### src/sv/wsd_pkg.sv
// Package for the WebSocket frame deframer: result kinds, reset constants and
// the queue entry type shared by the front end, the queue and the back end.
// No dependencies.
package wsd_pkg;

  localparam logic [1:0] KIND_PAYLOAD = 2'd0;
  localparam logic [1:0] KIND_EMPTY   = 2'd1;
  localparam logic [1:0] KIND_ERROR   = 2'd2;

  localparam logic [31:0] MAX_LEN_RESET = 32'd268435456;

  localparam int QUEUE_DEPTH = 4;

  typedef struct packed {
    logic [1:0] kind;
    logic [7:0] raw_byte;
    logic [7:0] key_byte;
    logic [3:0] opcode;
    logic       fin;
    logic       last;
  } wsd_entry_t;

endpackage

### src/sv/wsd_ifs.sv
// Valid/ready channel interfaces of the deframer: received bytes, results and
// the limit register write port. No dependencies.
interface wsd_byte_if;
  logic       valid;
  logic       ready;
  logic [7:0] rx_byte;
  modport source (output valid, output rx_byte, input ready);
  modport sink   (input valid, input rx_byte, output ready);
endinterface

interface wsd_result_if;
  logic       valid;
  logic       ready;
  logic [1:0] kind;
  logic [7:0] payload_byte;
  logic [3:0] frame_opcode;
  logic       final_fragment;
  logic       last_of_frame;
  modport source (output valid, output kind, output payload_byte, output frame_opcode,
                  output final_fragment, output last_of_frame, input ready);
  modport sink   (input valid, input kind, input payload_byte, input frame_opcode,
                  input final_fragment, input last_of_frame, output ready);
endinterface

interface wsd_cfg_if;
  logic        valid;
  logic        ready;
  logic [31:0] max_payload_length;
  modport source (output valid, output max_payload_length, input ready);
  modport sink   (input valid, input max_payload_length, output ready);
endinterface

### src/sv/wsd_front.sv
// Deframer front end: parses header, length and key bytes and classifies each
// byte into a queue entry. Depends on wsd_pkg and wsd_ifs.
module wsd_front (
  input  logic               clk,
  input  logic               rst_n,
  wsd_byte_if.sink           in_ch,
  wsd_cfg_if.sink            cfg_ch,
  input  logic               q_full,
  output logic               q_push,
  output wsd_pkg::wsd_entry_t q_data
);
  import wsd_pkg::*;

  localparam logic [2:0] PH_HEAD0  = 3'd0;
  localparam logic [2:0] PH_HEAD1  = 3'd1;
  localparam logic [2:0] PH_EXTLEN = 3'd2;
  localparam logic [2:0] PH_KEY    = 3'd3;
  localparam logic [2:0] PH_DATA   = 3'd4;
  localparam logic [2:0] PH_DEAD   = 3'd5;

  logic [2:0]  phase_r, phase_nxt;
  logic        fin_r, fin_nxt;
  logic [3:0]  opcode_r, opcode_nxt;
  logic        masked_r, masked_nxt;
  logic [63:0] len_r, len_nxt;
  logic [3:0]  left_r, left_nxt;
  logic [31:0] key_r, key_nxt;
  logic [31:0] remain_r, remain_nxt;
  logic [1:0]  keypos_r, keypos_nxt;
  logic [31:0] max_len_r;

  logic        in_acc;
  logic [7:0]  b;
  logic [63:0] len_shift;
  logic [63:0] len_cand;
  logic        too_long;
  logic        emit;
  logic [1:0]  e_kind;
  logic [7:0]  e_byte;
  logic [7:0]  e_key;
  logic        e_last;

  assign b           = in_ch.rx_byte;
  assign in_ch.ready = !q_full;
  assign in_acc      = in_ch.valid && !q_full;
  assign cfg_ch.ready = 1'b1;

  assign len_shift = {len_r[55:0], b};
  assign len_cand  = (phase_r == PH_HEAD1) ? {57'd0, b[6:0]} : len_shift;
  assign too_long  = (len_cand[63:32] != 32'd0) || (len_cand[31:0] > max_len_r);

  always_comb begin
    phase_nxt  = phase_r;
    fin_nxt    = fin_r;
    opcode_nxt = opcode_r;
    masked_nxt = masked_r;
    len_nxt    = len_r;
    left_nxt   = left_r;
    key_nxt    = key_r;
    remain_nxt = remain_r;
    keypos_nxt = keypos_r;
    emit       = 1'b0;
    e_kind     = KIND_PAYLOAD;
    e_byte     = 8'd0;
    e_key      = 8'd0;
    e_last     = 1'b0;
    case (phase_r)
      PH_HEAD1, PH_EXTLEN: begin
        if (phase_r == PH_HEAD1) begin
          masked_nxt = b[7];
          len_nxt    = 64'd0;
          left_nxt   = 4'd0;
        end else begin
          len_nxt  = len_shift;
          left_nxt = left_r - 4'd1;
        end
        if (phase_r == PH_HEAD1 && b[6:0] == 7'd126) begin
          left_nxt  = 4'd2;
          phase_nxt = PH_EXTLEN;
        end else if (phase_r == PH_HEAD1 && b[6:0] == 7'd127) begin
          left_nxt  = 4'd8;
          phase_nxt = PH_EXTLEN;
        end else if (phase_r == PH_HEAD1 || left_nxt == 4'd0) begin
          len_nxt = len_cand;
          if (too_long) begin
            phase_nxt = PH_DEAD;
            emit      = 1'b1;
            e_kind    = KIND_ERROR;
            e_last    = 1'b1;
          end else begin
            key_nxt = 32'd0;
            if (masked_nxt) begin
              left_nxt  = 4'd4;
              phase_nxt = PH_KEY;
            end else if (len_cand == 64'd0) begin
              phase_nxt = PH_HEAD0;
              emit      = 1'b1;
              e_kind    = KIND_EMPTY;
              e_last    = 1'b1;
            end else begin
              remain_nxt = len_cand[31:0];
              keypos_nxt = 2'd0;
              phase_nxt  = PH_DATA;
            end
          end
        end
      end
      PH_KEY: begin
        key_nxt  = {key_r[23:0], b};
        left_nxt = left_r - 4'd1;
        if (left_nxt == 4'd0) begin
          if (len_r == 64'd0) begin
            phase_nxt = PH_HEAD0;
            emit      = 1'b1;
            e_kind    = KIND_EMPTY;
            e_last    = 1'b1;
          end else begin
            remain_nxt = len_r[31:0];
            keypos_nxt = 2'd0;
            phase_nxt  = PH_DATA;
          end
        end
      end
      PH_DATA: begin
        case (keypos_r)
          2'd0:    e_key = key_r[31:24];
          2'd1:    e_key = key_r[23:16];
          2'd2:    e_key = key_r[15:8];
          default: e_key = key_r[7:0];
        endcase
        keypos_nxt = keypos_r + 2'd1;
        remain_nxt = remain_r - 32'd1;
        emit       = 1'b1;
        e_kind     = KIND_PAYLOAD;
        e_byte     = b;
        e_last     = (remain_r == 32'd1);
        if (remain_r == 32'd1) begin
          phase_nxt = PH_HEAD0;
        end
      end
      PH_DEAD: begin
        phase_nxt = PH_DEAD;
      end
      default: begin
        fin_nxt    = b[7];
        opcode_nxt = b[3:0];
        phase_nxt  = PH_HEAD1;
      end
    endcase
  end

  assign q_push          = in_acc && emit;
  assign q_data.kind     = e_kind;
  assign q_data.raw_byte = e_byte;
  assign q_data.key_byte = e_key;
  assign q_data.opcode   = opcode_r;
  assign q_data.fin      = fin_r;
  assign q_data.last     = e_last;

  always_ff @(posedge clk) begin
    if (!rst_n) begin
      phase_r   <= PH_HEAD0;
      fin_r     <= 1'b0;
      opcode_r  <= 4'd0;
      masked_r  <= 1'b0;
      max_len_r <= MAX_LEN_RESET;
    end else begin
      if (in_acc) begin
        phase_r  <= phase_nxt;
        fin_r    <= fin_nxt;
        opcode_r <= opcode_nxt;
        masked_r <= masked_nxt;
      end
      if (cfg_ch.valid) begin
        max_len_r <= cfg_ch.max_payload_length;
      end
    end
  end

  always_ff @(posedge clk) begin
    if (in_acc) begin
      len_r    <= len_nxt;
      left_r   <= left_nxt;
      key_r    <= key_nxt;
      remain_r <= remain_nxt;
      keypos_r <= keypos_nxt;
    end
  end

endmodule

### src/sv/wsd_queue.sv
// Short first-in first-out queue of classified entries between the front end
// and the back end. Depends on wsd_pkg.
module wsd_queue #(
  parameter int DEPTH = wsd_pkg::QUEUE_DEPTH
) (
  input  logic                clk,
  input  logic                rst_n,
  input  logic                push,
  input  wsd_pkg::wsd_entry_t push_data,
  input  logic                pop,
  output logic                full,
  output logic                not_empty,
  output wsd_pkg::wsd_entry_t head
);
  import wsd_pkg::*;

  localparam int PTR_W = (DEPTH > 1) ? $clog2(DEPTH) : 1;
  localparam int CNT_W = $clog2(DEPTH + 1);

  wsd_entry_t       mem_r [DEPTH];
  logic [PTR_W-1:0] wr_ptr_r, wr_ptr_nxt;
  logic [PTR_W-1:0] rd_ptr_r, rd_ptr_nxt;
  logic [CNT_W-1:0] count_r, count_nxt;
  logic             do_push;
  logic             do_pop;

  assign full      = (count_r == CNT_W'(DEPTH));
  assign not_empty = (count_r != '0);
  assign head      = mem_r[rd_ptr_r];
  assign do_push   = push && !full;
  assign do_pop    = pop && not_empty;

  always_comb begin
    wr_ptr_nxt = wr_ptr_r;
    rd_ptr_nxt = rd_ptr_r;
    count_nxt  = count_r;
    if (do_push) begin
      wr_ptr_nxt = (wr_ptr_r == PTR_W'(DEPTH - 1)) ? '0 : wr_ptr_r + PTR_W'(1);
    end
    if (do_pop) begin
      rd_ptr_nxt = (rd_ptr_r == PTR_W'(DEPTH - 1)) ? '0 : rd_ptr_r + PTR_W'(1);
    end
    if (do_push && !do_pop) begin
      count_nxt = count_r + CNT_W'(1);
    end else if (do_pop && !do_push) begin
      count_nxt = count_r - CNT_W'(1);
    end
  end

  always_ff @(posedge clk) begin
    if (!rst_n) begin
      wr_ptr_r <= '0;
      rd_ptr_r <= '0;
      count_r  <= '0;
    end else begin
      wr_ptr_r <= wr_ptr_nxt;
      rd_ptr_r <= rd_ptr_nxt;
      count_r  <= count_nxt;
    end
  end

  always_ff @(posedge clk) begin
    if (do_push) begin
      mem_r[wr_ptr_r] <= push_data;
    end
  end

endmodule

### src/sv/wsd_back.sv
// Deframer back end: unmasks queued entries and holds each result in an
// output register until it is taken. Depends on wsd_pkg and wsd_ifs.
module wsd_back (
  input  logic                clk,
  input  logic                rst_n,
  input  logic                q_not_empty,
  input  wsd_pkg::wsd_entry_t q_head,
  output logic                q_pop,
  wsd_result_if.source        out_ch
);
  import wsd_pkg::*;

  logic       valid_r;
  logic [1:0] kind_r;
  logic [7:0] byte_r;
  logic [3:0] opcode_r;
  logic       fin_r;
  logic       last_r;

  assign q_pop = q_not_empty && (!valid_r || out_ch.ready);

  assign out_ch.valid          = valid_r;
  assign out_ch.kind           = kind_r;
  assign out_ch.payload_byte   = byte_r;
  assign out_ch.frame_opcode   = opcode_r;
  assign out_ch.final_fragment = fin_r;
  assign out_ch.last_of_frame  = last_r;

  always_ff @(posedge clk) begin
    if (!rst_n) begin
      valid_r <= 1'b0;
    end else if (q_pop) begin
      valid_r <= 1'b1;
    end else if (out_ch.ready) begin
      valid_r <= 1'b0;
    end
  end

  always_ff @(posedge clk) begin
    if (q_pop) begin
      kind_r   <= q_head.kind;
      byte_r   <= q_head.raw_byte ^ q_head.key_byte;
      opcode_r <= q_head.opcode;
      fin_r    <= q_head.fin;
      last_r   <= q_head.last;
    end
  end

endmodule

### src/sv/websocket_frame_deframer_top.sv
// WebSocket frame deframer top level: front end, entry queue and back end.
// A result passes through the entry queue and then the back end output register.
// Throughput: one byte per cycle unless stalled (front end single-byte parse step).
// The input stalls only when the entry queue is full behind a stalled output.
// Reset is synchronous: the parser awaits a first header byte and the limit is 2^28.
module websocket_frame_deframer_top #(
  parameter int QUEUE_DEPTH = wsd_pkg::QUEUE_DEPTH
) (
  input  logic         clk,
  input  logic         rst_n,
  wsd_byte_if.sink     in_ch,
  wsd_cfg_if.sink      cfg_ch,
  wsd_result_if.source out_ch
);
  import wsd_pkg::*;

  wsd_entry_t push_data;
  wsd_entry_t head;
  logic       push;
  logic       pop;
  logic       full;
  logic       not_empty;

  wsd_front u_front (
    .clk    (clk),
    .rst_n  (rst_n),
    .in_ch  (in_ch),
    .cfg_ch (cfg_ch),
    .q_full (full),
    .q_push (push),
    .q_data (push_data)
  );

  wsd_queue #(
    .DEPTH (QUEUE_DEPTH)
  ) u_queue (
    .clk       (clk),
    .rst_n     (rst_n),
    .push      (push),
    .push_data (push_data),
    .pop       (pop),
    .full      (full),
    .not_empty (not_empty),
    .head      (head)
  );

  wsd_back u_back (
    .clk         (clk),
    .rst_n       (rst_n),
    .q_not_empty (not_empty),
    .q_head      (head),
    .q_pop       (pop),
    .out_ch      (out_ch)
  );

endmodule

### src/flat_wrapper.sv
// flat-port wrapper written by rule: the top's interface ports become plain ports
module websocket_frame_deframer_top_flat import wsd_pkg::*;
#(
  parameter int QUEUE_DEPTH = wsd_pkg::QUEUE_DEPTH
)
  (clk, rst_n, in_ch_valid, in_ch_rx_byte, in_ch_ready, cfg_ch_valid, cfg_ch_max_payload_length, cfg_ch_ready, out_ch_valid, out_ch_kind, out_ch_payload_byte, out_ch_frame_opcode, out_ch_final_fragment, out_ch_last_of_frame, out_ch_ready);
  wsd_byte_if in_ch_i ();
  wsd_cfg_if cfg_ch_i ();
  wsd_result_if out_ch_i ();
  input  logic clk;
  input  logic rst_n;
  input wire logic [$bits(in_ch_i.valid)-1:0] in_ch_valid;
  input wire logic [$bits(in_ch_i.rx_byte)-1:0] in_ch_rx_byte;
  output wire logic [$bits(in_ch_i.ready)-1:0] in_ch_ready;
  input wire logic [$bits(cfg_ch_i.valid)-1:0] cfg_ch_valid;
  input wire logic [$bits(cfg_ch_i.max_payload_length)-1:0] cfg_ch_max_payload_length;
  output wire logic [$bits(cfg_ch_i.ready)-1:0] cfg_ch_ready;
  output wire logic [$bits(out_ch_i.valid)-1:0] out_ch_valid;
  output wire logic [$bits(out_ch_i.kind)-1:0] out_ch_kind;
  output wire logic [$bits(out_ch_i.payload_byte)-1:0] out_ch_payload_byte;
  output wire logic [$bits(out_ch_i.frame_opcode)-1:0] out_ch_frame_opcode;
  output wire logic [$bits(out_ch_i.final_fragment)-1:0] out_ch_final_fragment;
  output wire logic [$bits(out_ch_i.last_of_frame)-1:0] out_ch_last_of_frame;
  input wire logic [$bits(out_ch_i.ready)-1:0] out_ch_ready;
  assign in_ch_i.valid = in_ch_valid;
  assign in_ch_i.rx_byte = in_ch_rx_byte;
  assign in_ch_ready = in_ch_i.ready;
  assign cfg_ch_i.valid = cfg_ch_valid;
  assign cfg_ch_i.max_payload_length = cfg_ch_max_payload_length;
  assign cfg_ch_ready = cfg_ch_i.ready;
  assign out_ch_valid = out_ch_i.valid;
  assign out_ch_kind = out_ch_i.kind;
  assign out_ch_payload_byte = out_ch_i.payload_byte;
  assign out_ch_frame_opcode = out_ch_i.frame_opcode;
  assign out_ch_final_fragment = out_ch_i.final_fragment;
  assign out_ch_last_of_frame = out_ch_i.last_of_frame;
  assign out_ch_i.ready = out_ch_ready;
  websocket_frame_deframer_top #(.QUEUE_DEPTH(QUEUE_DEPTH)) u_core (.clk(clk), .rst_n(rst_n), .in_ch(in_ch_i), .cfg_ch(cfg_ch_i), .out_ch(out_ch_i));
endmodule
### config.mk
export PLATFORM = sky130hd
export DESIGN_NAME = websocket_frame_deframer_top_flat
export DESIGN_NICKNAME = d
export VERILOG_FILES = /design/src/sv/wsd_pkg.sv /design/src/sv/wsd_ifs.sv /design/src/sv/wsd_front.sv /design/src/sv/wsd_queue.sv /design/src/sv/wsd_back.sv /design/src/sv/websocket_frame_deframer_top.sv /design/src/flat_wrapper.sv
export SDC_FILE = /design/constraint.sdc
export NUM_CORES = 1
export LEC_CHECK = 0
export BUFFER_PORTS_ARGS = -buffer_cell sky130_fd_sc_hd__buf_2
export CAP_MARGIN = 20
export CORE_MARGIN = 3
export CORE_UTILIZATION = 35
export CTS_BUF_LIST = sky130_fd_sc_hd__clkbuf_2 sky130_fd_sc_hd__clkbuf_4 sky130_fd_sc_hd__clkbuf_8
export DETAILED_ROUTE_END_ITERATION = 12
export PLACE_DENSITY = 0.61
export REMOVE_ABC_BUFFERS = 1
export SLEW_MARGIN = 20
export SYNTH_ARGS = -nofsm -noshare
export SYNTH_HDL_FRONTEND = slang
export SYNTH_HIERARCHICAL = 1
export SYNTH_SLANG_ARGS = --single-unit
### constraint.sdc
create_clock -name clk -period 7.16 [get_ports clk]
set_input_delay 1.074 -clock clk [delete_from_list [all_inputs] [get_ports clk]]
set_output_delay 1.074 -clock clk [all_outputs]
set_load 0.01 [all_outputs]
==> flow_summary.json, run 1 <==
{
  "core-area_um2": 38800,
  "synth_top_cell_by_area": "edfxtp_1",
  "syn_avg_cell_area_um2": 12.8,
  "ys_seq_area_frac": 0.609,
  "final_cells": 1707,
  "grt_use_total": 0.147,
  "placedInstanceArea_um2": 14700,
  "cts_tree": "yes",
  "antenna_found_initial": 0,
  "r2r_slack_ps": 1300,
  "ys_warn_count": 6,
  "vias": 8731,
  "post_cts_resized": 0,
  "timing.fmax_mhz": 171,
  "tightest_slew_ps": 935,
  "synthFlopType": "edfxtp_1",
  "synthDistinctLibCells": 67,
  "timing.rr.start": "u_core/u_front/phase_r[0]",
  "drc": 0,
  "worstSetupStartpointType": "flip-flop",
  "min_path_type": "flip-flop to flip-flop",
  "critical-path-max-stage-delay_ps": 550,
  "areaGrowthSynthToFinish_pct": 13.6,
  "cp_slowest_cell": "nand2b_1",
  "dp_hpwl_mm": 19.9,
  "synth_seq_cells": 297,
  "cts_hold_buf": 0,
  "ios": 64,
  "wl_mm": 30.5,
  "cp-startpoint": "u_core/u_front/phase_r[0]",
  "dp_cells": 1619,
  "clk_latency_ps": 620,
  "fin_crit_ps": 5860,
  "die_area_um2": 41900,
  "fin_area_um2": 15700,
  "slew_viol_final": 0,
  "cp-end-kind": "flip-flop",
  "fp-row-count": 72,
  "drt_first_pass_iters": 5,
  "period_share": 0.819,
  "syn_inst": 1078,
  "antenna_cells": 0,
  "clock_skew_ps": 32.5,
  "hold_violations": 0,
  "htreeDepth": 2,
  "cp_max_fo": 36,
  "drive_above_1_share": 0.170,
  "relSlewSlack": 0.377,
  "hp-start": "u_core/u_front/max_len_r[27]",
  "path_cells": "nor2b_1 -> buf_4 -> nand2b_1 -> and2_1 -> ha_1 -> nand4_1 -> nor4_2 -> a311oi_2 -> or3b_1 -> a31oi_1 -> nor2b_1 -> ha_1 -> inv_1 -> fa_1 -> xor2_1 -> or3_1 -> a21boi_0",
  "crit_arrival_ps": 6400,
  "layout_setup_ws_ps": 1300,
  "clk_path_buf_depth": 3,
  "place_ws_ps": 1350,
  "cts_sinks": 297,
  "portBuffers": 62,
  "powerDensity_nw_per_um2": 307,
  "cts_setup_buffers": 0,
  "overflow": 0,
  "grt_pass1_wl_mm": 48.5,
  "tns_ps": 0,
  "crit_type": "flip-flop to flip-flop",
  "cts-buffers-inserted": 49,
  "yosys-top-cells-area": "edfxtp_1 (53%), dfxtp_1 (7.4%), ha_1 (4.2%)",
  "die_h_um": 205,
  "chipWidth_um": 205,
  "setup_viol": 0,
  "fin_nets": 1244,
  "ys_async_sr_fraction": 0,
  "first_global_vias": 8827,
  "gp_congestion": 0.825,
  "clk_pin_slew_ps": 60,
  "critPathRequiredTime_ps": 7700,
  "ir_drop_mv": 0.184,
  "synth_edf_count": 246,
  "rsz0062_at_grt": "no",
  "grt_max_degree": 65,
  "total_power_w": 0.00482,
  "synth_area_um2": 13800,
  "status": "complete, no violations",
  "drt-vias-per-instance": 5.11,
  "leakage_nw": 5.75,
  "max_cap_viol_count": 0,
  "wire_per_inst_um": 17.9,
  "cts_root_buf": "clkbuf_8",
  "initial_core_util": 0.356,
  "ant_nets": 0,
  "drtIter0Drc": 716,
  "synth_top_area_share": 0.535
}
-- synthesized netlist by cell type (all sizes together) (24+ instances only) --
| master | instances |
|---|---|
| edfxtp | 246 |
| and3 | 40 |
| and2 | 65 |
| ha | 46 |
| nor2 | 94 |
| clkbuf | 46 |
| inv | 45 |
| a21oi | 37 |
| nand2 | 46 |
| o21ai | 36 |
| mux4 | 24 |
| mux2i | 41 |
| dfxtp | 51 |
| nor4 | 31 |
-- report_power, final --
group	internal, W	switching (W)	total (W)
Combinational	0.000382	0.000578	0.000961
Sequential	0.00218	0.000139	0.00232
Clock	0.000861	0.000683	0.00154
Total	0.00342	0.00140	0.00482
-- placed cells by master (no fill, tap or decap), drive strengths merged, types with 3 or more instances in the layout --
cell type and n:
and2 65, or3 7, nand3 18, nor4 31
xnor2 17, buf 82, or4 4, bufinv 3
inv 45, a221oi 9, a222oi 8, nand2b 6
o21ai 36, nor3 21, dfxtp 51, xor2 22
clkbuf 67, o21a 4, nor2 94, and3 40
a31oi 12, nand4 13, nor2b 16, a21oi 37
ha 46, a221o 4, nand2 46, mux4 24
a21o 7, clkinv 17, a22oi 18, o22ai 4
mux2i 41, edfxtp 246, a211oi 3
-- metal layers --
metal	global-route usage	wire, µm	part of all wire
met3	0.0283	1720	0.056
met4	0.0536	841	0.028
met2	0.233	14000	0.46
met5	0	0	0
met1	0.202	14000	0.46
-- state kept, by name, indices dropped and copies added, names as in the netlist, named ones only --
register and cells:
u_core/u_back/out_ch.final_fragment 1, u_core/u_back/out_ch.frame_opcode 4, u_core/u_back/out_ch.kind 2, u_core/u_back/out_ch.last_of_frame 1
u_core/u_back/out_ch.payload_byte 8, u_core/u_back/out_ch.valid 1, u_core/u_front/fin_r 1, u_core/u_front/key_r 32
u_core/u_front/keypos_r 2, u_core/u_front/left_r 4, u_core/u_front/len_r 64, u_core/u_front/masked_r 1
u_core/u_front/max_len_r 32, u_core/u_front/opcode_r 4, u_core/u_front/phase_r 3, u_core/u_front/remain_r 32
u_core/u_queue/count_r 3, u_core/u_queue/mem_r 96, u_core/u_queue/rd_ptr_r 2, u_core/u_queue/wr_ptr_r 2
-- path summary, 6_finish.rpt --
check | endpoint | cells past startpoint
max | u_core/u_queue/count_r[2] | 17
min | u_core/u_front/max_len_r[27] | 2
max reg2reg | u_core/u_queue/count_r[2] | 17
min reg2reg | u_core/u_front/max_len_r[27] | 2
-- cells by family (layout without fill, tap and decap cells) --
group	count (synthesis)	count (layout)	share of synthesized area
fa+ha+maj	47	47	0.0431
xor+xnor	39	39	0.0247
compound gates	154	154	0.0733
other cells	1	1	0.000271
flops	297	297	0.609
simple gates	371	371	0.149
buf+inv	104	215	0.0312
mux	65	65	0.0699
-- layout make-up --
cell class              instances  area, µm²
multi-input cells             677       4990
clock buffers                  67        828
flip-flops and latches        297       8410
clock inverters                21        191
fillers                      3639      23100
well taps                     518        648
repair buffers                 82        460
inverters                      45        169
-- through the flow --
stage | util | hold slack (ps)
floorplan | - | 459
global placement | 0.378 | 475
detailed placement | 0.378 | 482
CTS | 0.404 | 496
global route | 0.404 | 519
finish | 0.404 | 490
-- critical path, delay by kind of cell (launching register included) --
kind | cells | cell delay, ps
AOI/OAI and AO/OA | 3 | 660
xor gates and xnor gates | 1 | 180
and+or+nand+nor | 8 | 3060
adders and majority gates | 3 | 960
DFF | 1 | 520
buffers and inverters | 2 | 390
Note: power is estimated with default switching activity, not from simulation.
==> run 2: changes to the inputs <==
- PLACE_DENSITY: 0.61 -> 0.63
- clock period: 7.16 -> 4.7 ns (I/O delays scaled with it)
==> run 2 against run 1 <==
  * Combinational power up 57%
  * Sequential share of layout area shrank 0.66 points
  * Critical path depth grew 2
  * First-iteration DRC count shrank 2.0%
==> flow_summary.json, run 2 (synthesis gave the netlist of run 1 again) <==
{
  "clock_skew_ps": 53.9,
  "timing.rr.end": "u_core/u_queue/count_r[2]",
  "ir_drop_mv": 0.230,
  "fin_crit_ps": 4430,
  "cp-startpoint": "u_core/u_front/phase_r[0]",
  "status": "complete, no violations",
  "ios": 64,
  "cts_sinks": 297,
  "clk_latency_ps": 640,
  "wire_per_inst_um": 18.0,
  "relSlewSlack": 0.367,
  "cts_tree": "yes",
  "max_cap_viol_count": 0,
  "overflow": 0,
  "place_ws_ps": 283,
  "drt-vias-per-instance": 5.21,
  "final_cell_mix": "edfxtp_1 (246), nor2_1 (93), and2_1 (64)",
  "multi_input_area_um2": 5010,
  "antenna_found_initial": 2,
  "tns_ps": 0,
  "min_path_type": "input pin to flip-flop",
  "path_cells": "nor2b_1 -> nand2b_1 -> buf_12 -> and2_1 -> ha_1 -> nand4_1 -> nor3_1 -> a221o_1 -> o31a_1 -> a311oi_2 -> or3b_4 -> a31oi_1 -> nor2b_2 -> ha_1 -> inv_1 -> fa_1 -> xor2_1 -> or3_1 -> a21boi_0",
  "initial_core_util": 0.356,
  "crit_buf_inv": 2,
  "reg2regPathDepth": 19,
  "crit_arrival_ps": 4950,
  "powerDensity_nw_per_um2": 464,
  "dp_hpwl_mm": 20.4,
  "timing.fmax_mhz": 226,
  "htreeDepth": 2,
  "gp_congestion": 0.863,
  "rsz0062_at_grt": "no",
  "worstSetupStartpointType": "flip-flop",
  "worst-path-stages": 19,
  "seqCellArea_um2": 8410,
  "p_seq_frac": 0.478,
  "top_register": "u_core/u_queue/mem_r",
  "first_global_vias": 8873,
  "drc": 0,
  "antenna_cells": 0,
  "cts-buffers-inserted": 50,
  "p_int_w": 0.00523,
  "die_area_um2": 41900,
  "fill_cells": 3622,
  "ant_nets": 0,
  "cp_max_fo": 65,
  "drt_first_pass_iters": 7,
  "largest_reg_flops": 96,
  "vias": 8972,
  "tightest_slew_ps": 950,
  "chipWidth_um": 205,
  "portBuffers": 62,
  "grt_pass1_wl_mm": 48.5,
  "fp-row-count": 72,
  "hold_violations": 0,
  "power_frac_clock": 0.317,
  "fin_nets": 1260,
  "drive_above_1_share": 0.183,
  "comb_power_share": 0.204,
  "mostFrequentLayoutCell": "edfxtp_1",
  "clk_path_buf_depth": 3,
  "grt_use_total": 0.147,
  "wl_mm": 30.9,
  "crit_top_cell": "ha_1",
  "holdWs_ps": 323,
  "setup_viol": 0,
  "swShare": 0.291,
  "clk_pin_slew_ps": 60,
  "crit_family": "simple AND/OR/NAND/NOR gates",
  "grt_max_degree": 66,
  "cp-end-kind": "flip-flop",
  "die_h_um": 205,
  "cp_slowest_cell": "or3b_4",
  "total_power_w": 0.00738,
  "crit_type": "flip-flop to flip-flop",
  "final_util": 0.409,
  "critPathRequiredTime_ps": 5220,
  "slew_viol_final": 0,
  "layout_setup_ws_ps": 271,
  "critical-path-max-stage-delay_ps": 430,
  "core-area_um2": 38800,
  "netSwitchingPower_w": 0.00215,
  "timing.rr.start": "u_core/u_front/phase_r[0]",
  "drtIter0Drc": 702,
  "cts_root_buf": "clkbuf_8",
  "r2r_slack_ps": 270,
  "areaGrowthSynthToFinish_pct": 15.0,
  "largestRegisters": "u_core/u_queue/mem_r: 96 flops, u_core/u_front/len_r: 64 flops",
  "period_share": 0.942,
  "leakage_nw": 5.85,
  "endpoint": "u_core/u_queue/count_r[2]"
}
-- run 2: cell count changes in the layout (fill, tap and decap cells not counted), sizes merged --
cell      before  now
bufinv         3    2
buf           82   97
clkbuf        67   69
clkinvlp       1    0
clkinv        17   15
inv           45   47
-- run 2: power groups by stage --
stage / clock network (W) / logic (W) / registers [W]
2_1_floorplan: 0 / 0.000919 / 0.00361
3_3_place_gp: 0 / 0.00149 / 0.00357
3_5_place_dp: 0 / 0.00151 / 0.00358
4_1_cts: 0.00241 / 0.00151 / 0.00353
5_1_grt: 0.00253 / 0.00167 / 0.00357
6_report: 0.00234 / 0.00151 / 0.00353
-- run 2: layout make-up --
class                   count  area share
flip-flops and latches    297       0.529
multi-input cells         677       0.315
clock buffers              69      0.0542
well taps                 518      0.0408
repair buffers             97      0.0400
inverters                  45      0.0106
clock inverters            19      0.0101
-- run 2: worst min-delay path, cell delays in order --
cell	delay, ps
buf_2	80
mux2i_1	50
nor2_1	70
-- run 2: how the worst min path moves through the flow --
stage | start | endpoint | slack (ps) | cells past startpoint
after floorplan | u_core/u_front/fin_r | u_core/u_queue/mem_r[0][1] | 460 | 0
after global placement | u_core/u_front/max_len_r[11] | u_core/u_front/max_len_r[11] | 480 | 2
after detailed placement | u_core/u_queue/wr_ptr_r[1] | u_core/u_queue/wr_ptr_r[1] | 490 | 2
after CTS | cfg_ch_max_payload_length[10] | u_core/u_front/max_len_r[10] | 280 | 3
after global routing | cfg_ch_max_payload_length[23] | u_core/u_front/max_len_r[23] | 300 | 3
final | cfg_ch_max_payload_length[18] | u_core/u_front/max_len_r[18] | 320 | 3
-- run 2: repair_timing --
action / in CTS / in global routing
gates resized for setup: 0 / 4
buffers inserted: 0 / 0
hold buffers: 0 / 0
setup endpoints to repair: 0 / 1
-- run 2: layer usage --
layer,routed length [µm],GRT usage,part of all wire,up-vias
met1,13600,0.199,0.44,4356
met2,14000,0.227,0.45,313
met5,7,0,0.00023,-
met3,2360,0.0388,0.076,77
li1,-,-,-,4224
met4,907,0.0590,0.029,2
-- run 2: through the flow --
step | cell area (µm²) | cells
2_1_floorplan | 13600 | 1019
3_3_place_gp | 14900 | 1634
3_5_place_dp | 14900 | 1634
4_1_cts | 15900 | 1722
5_1_grt | 15900 | 1722
6_report | 15900 | 1722
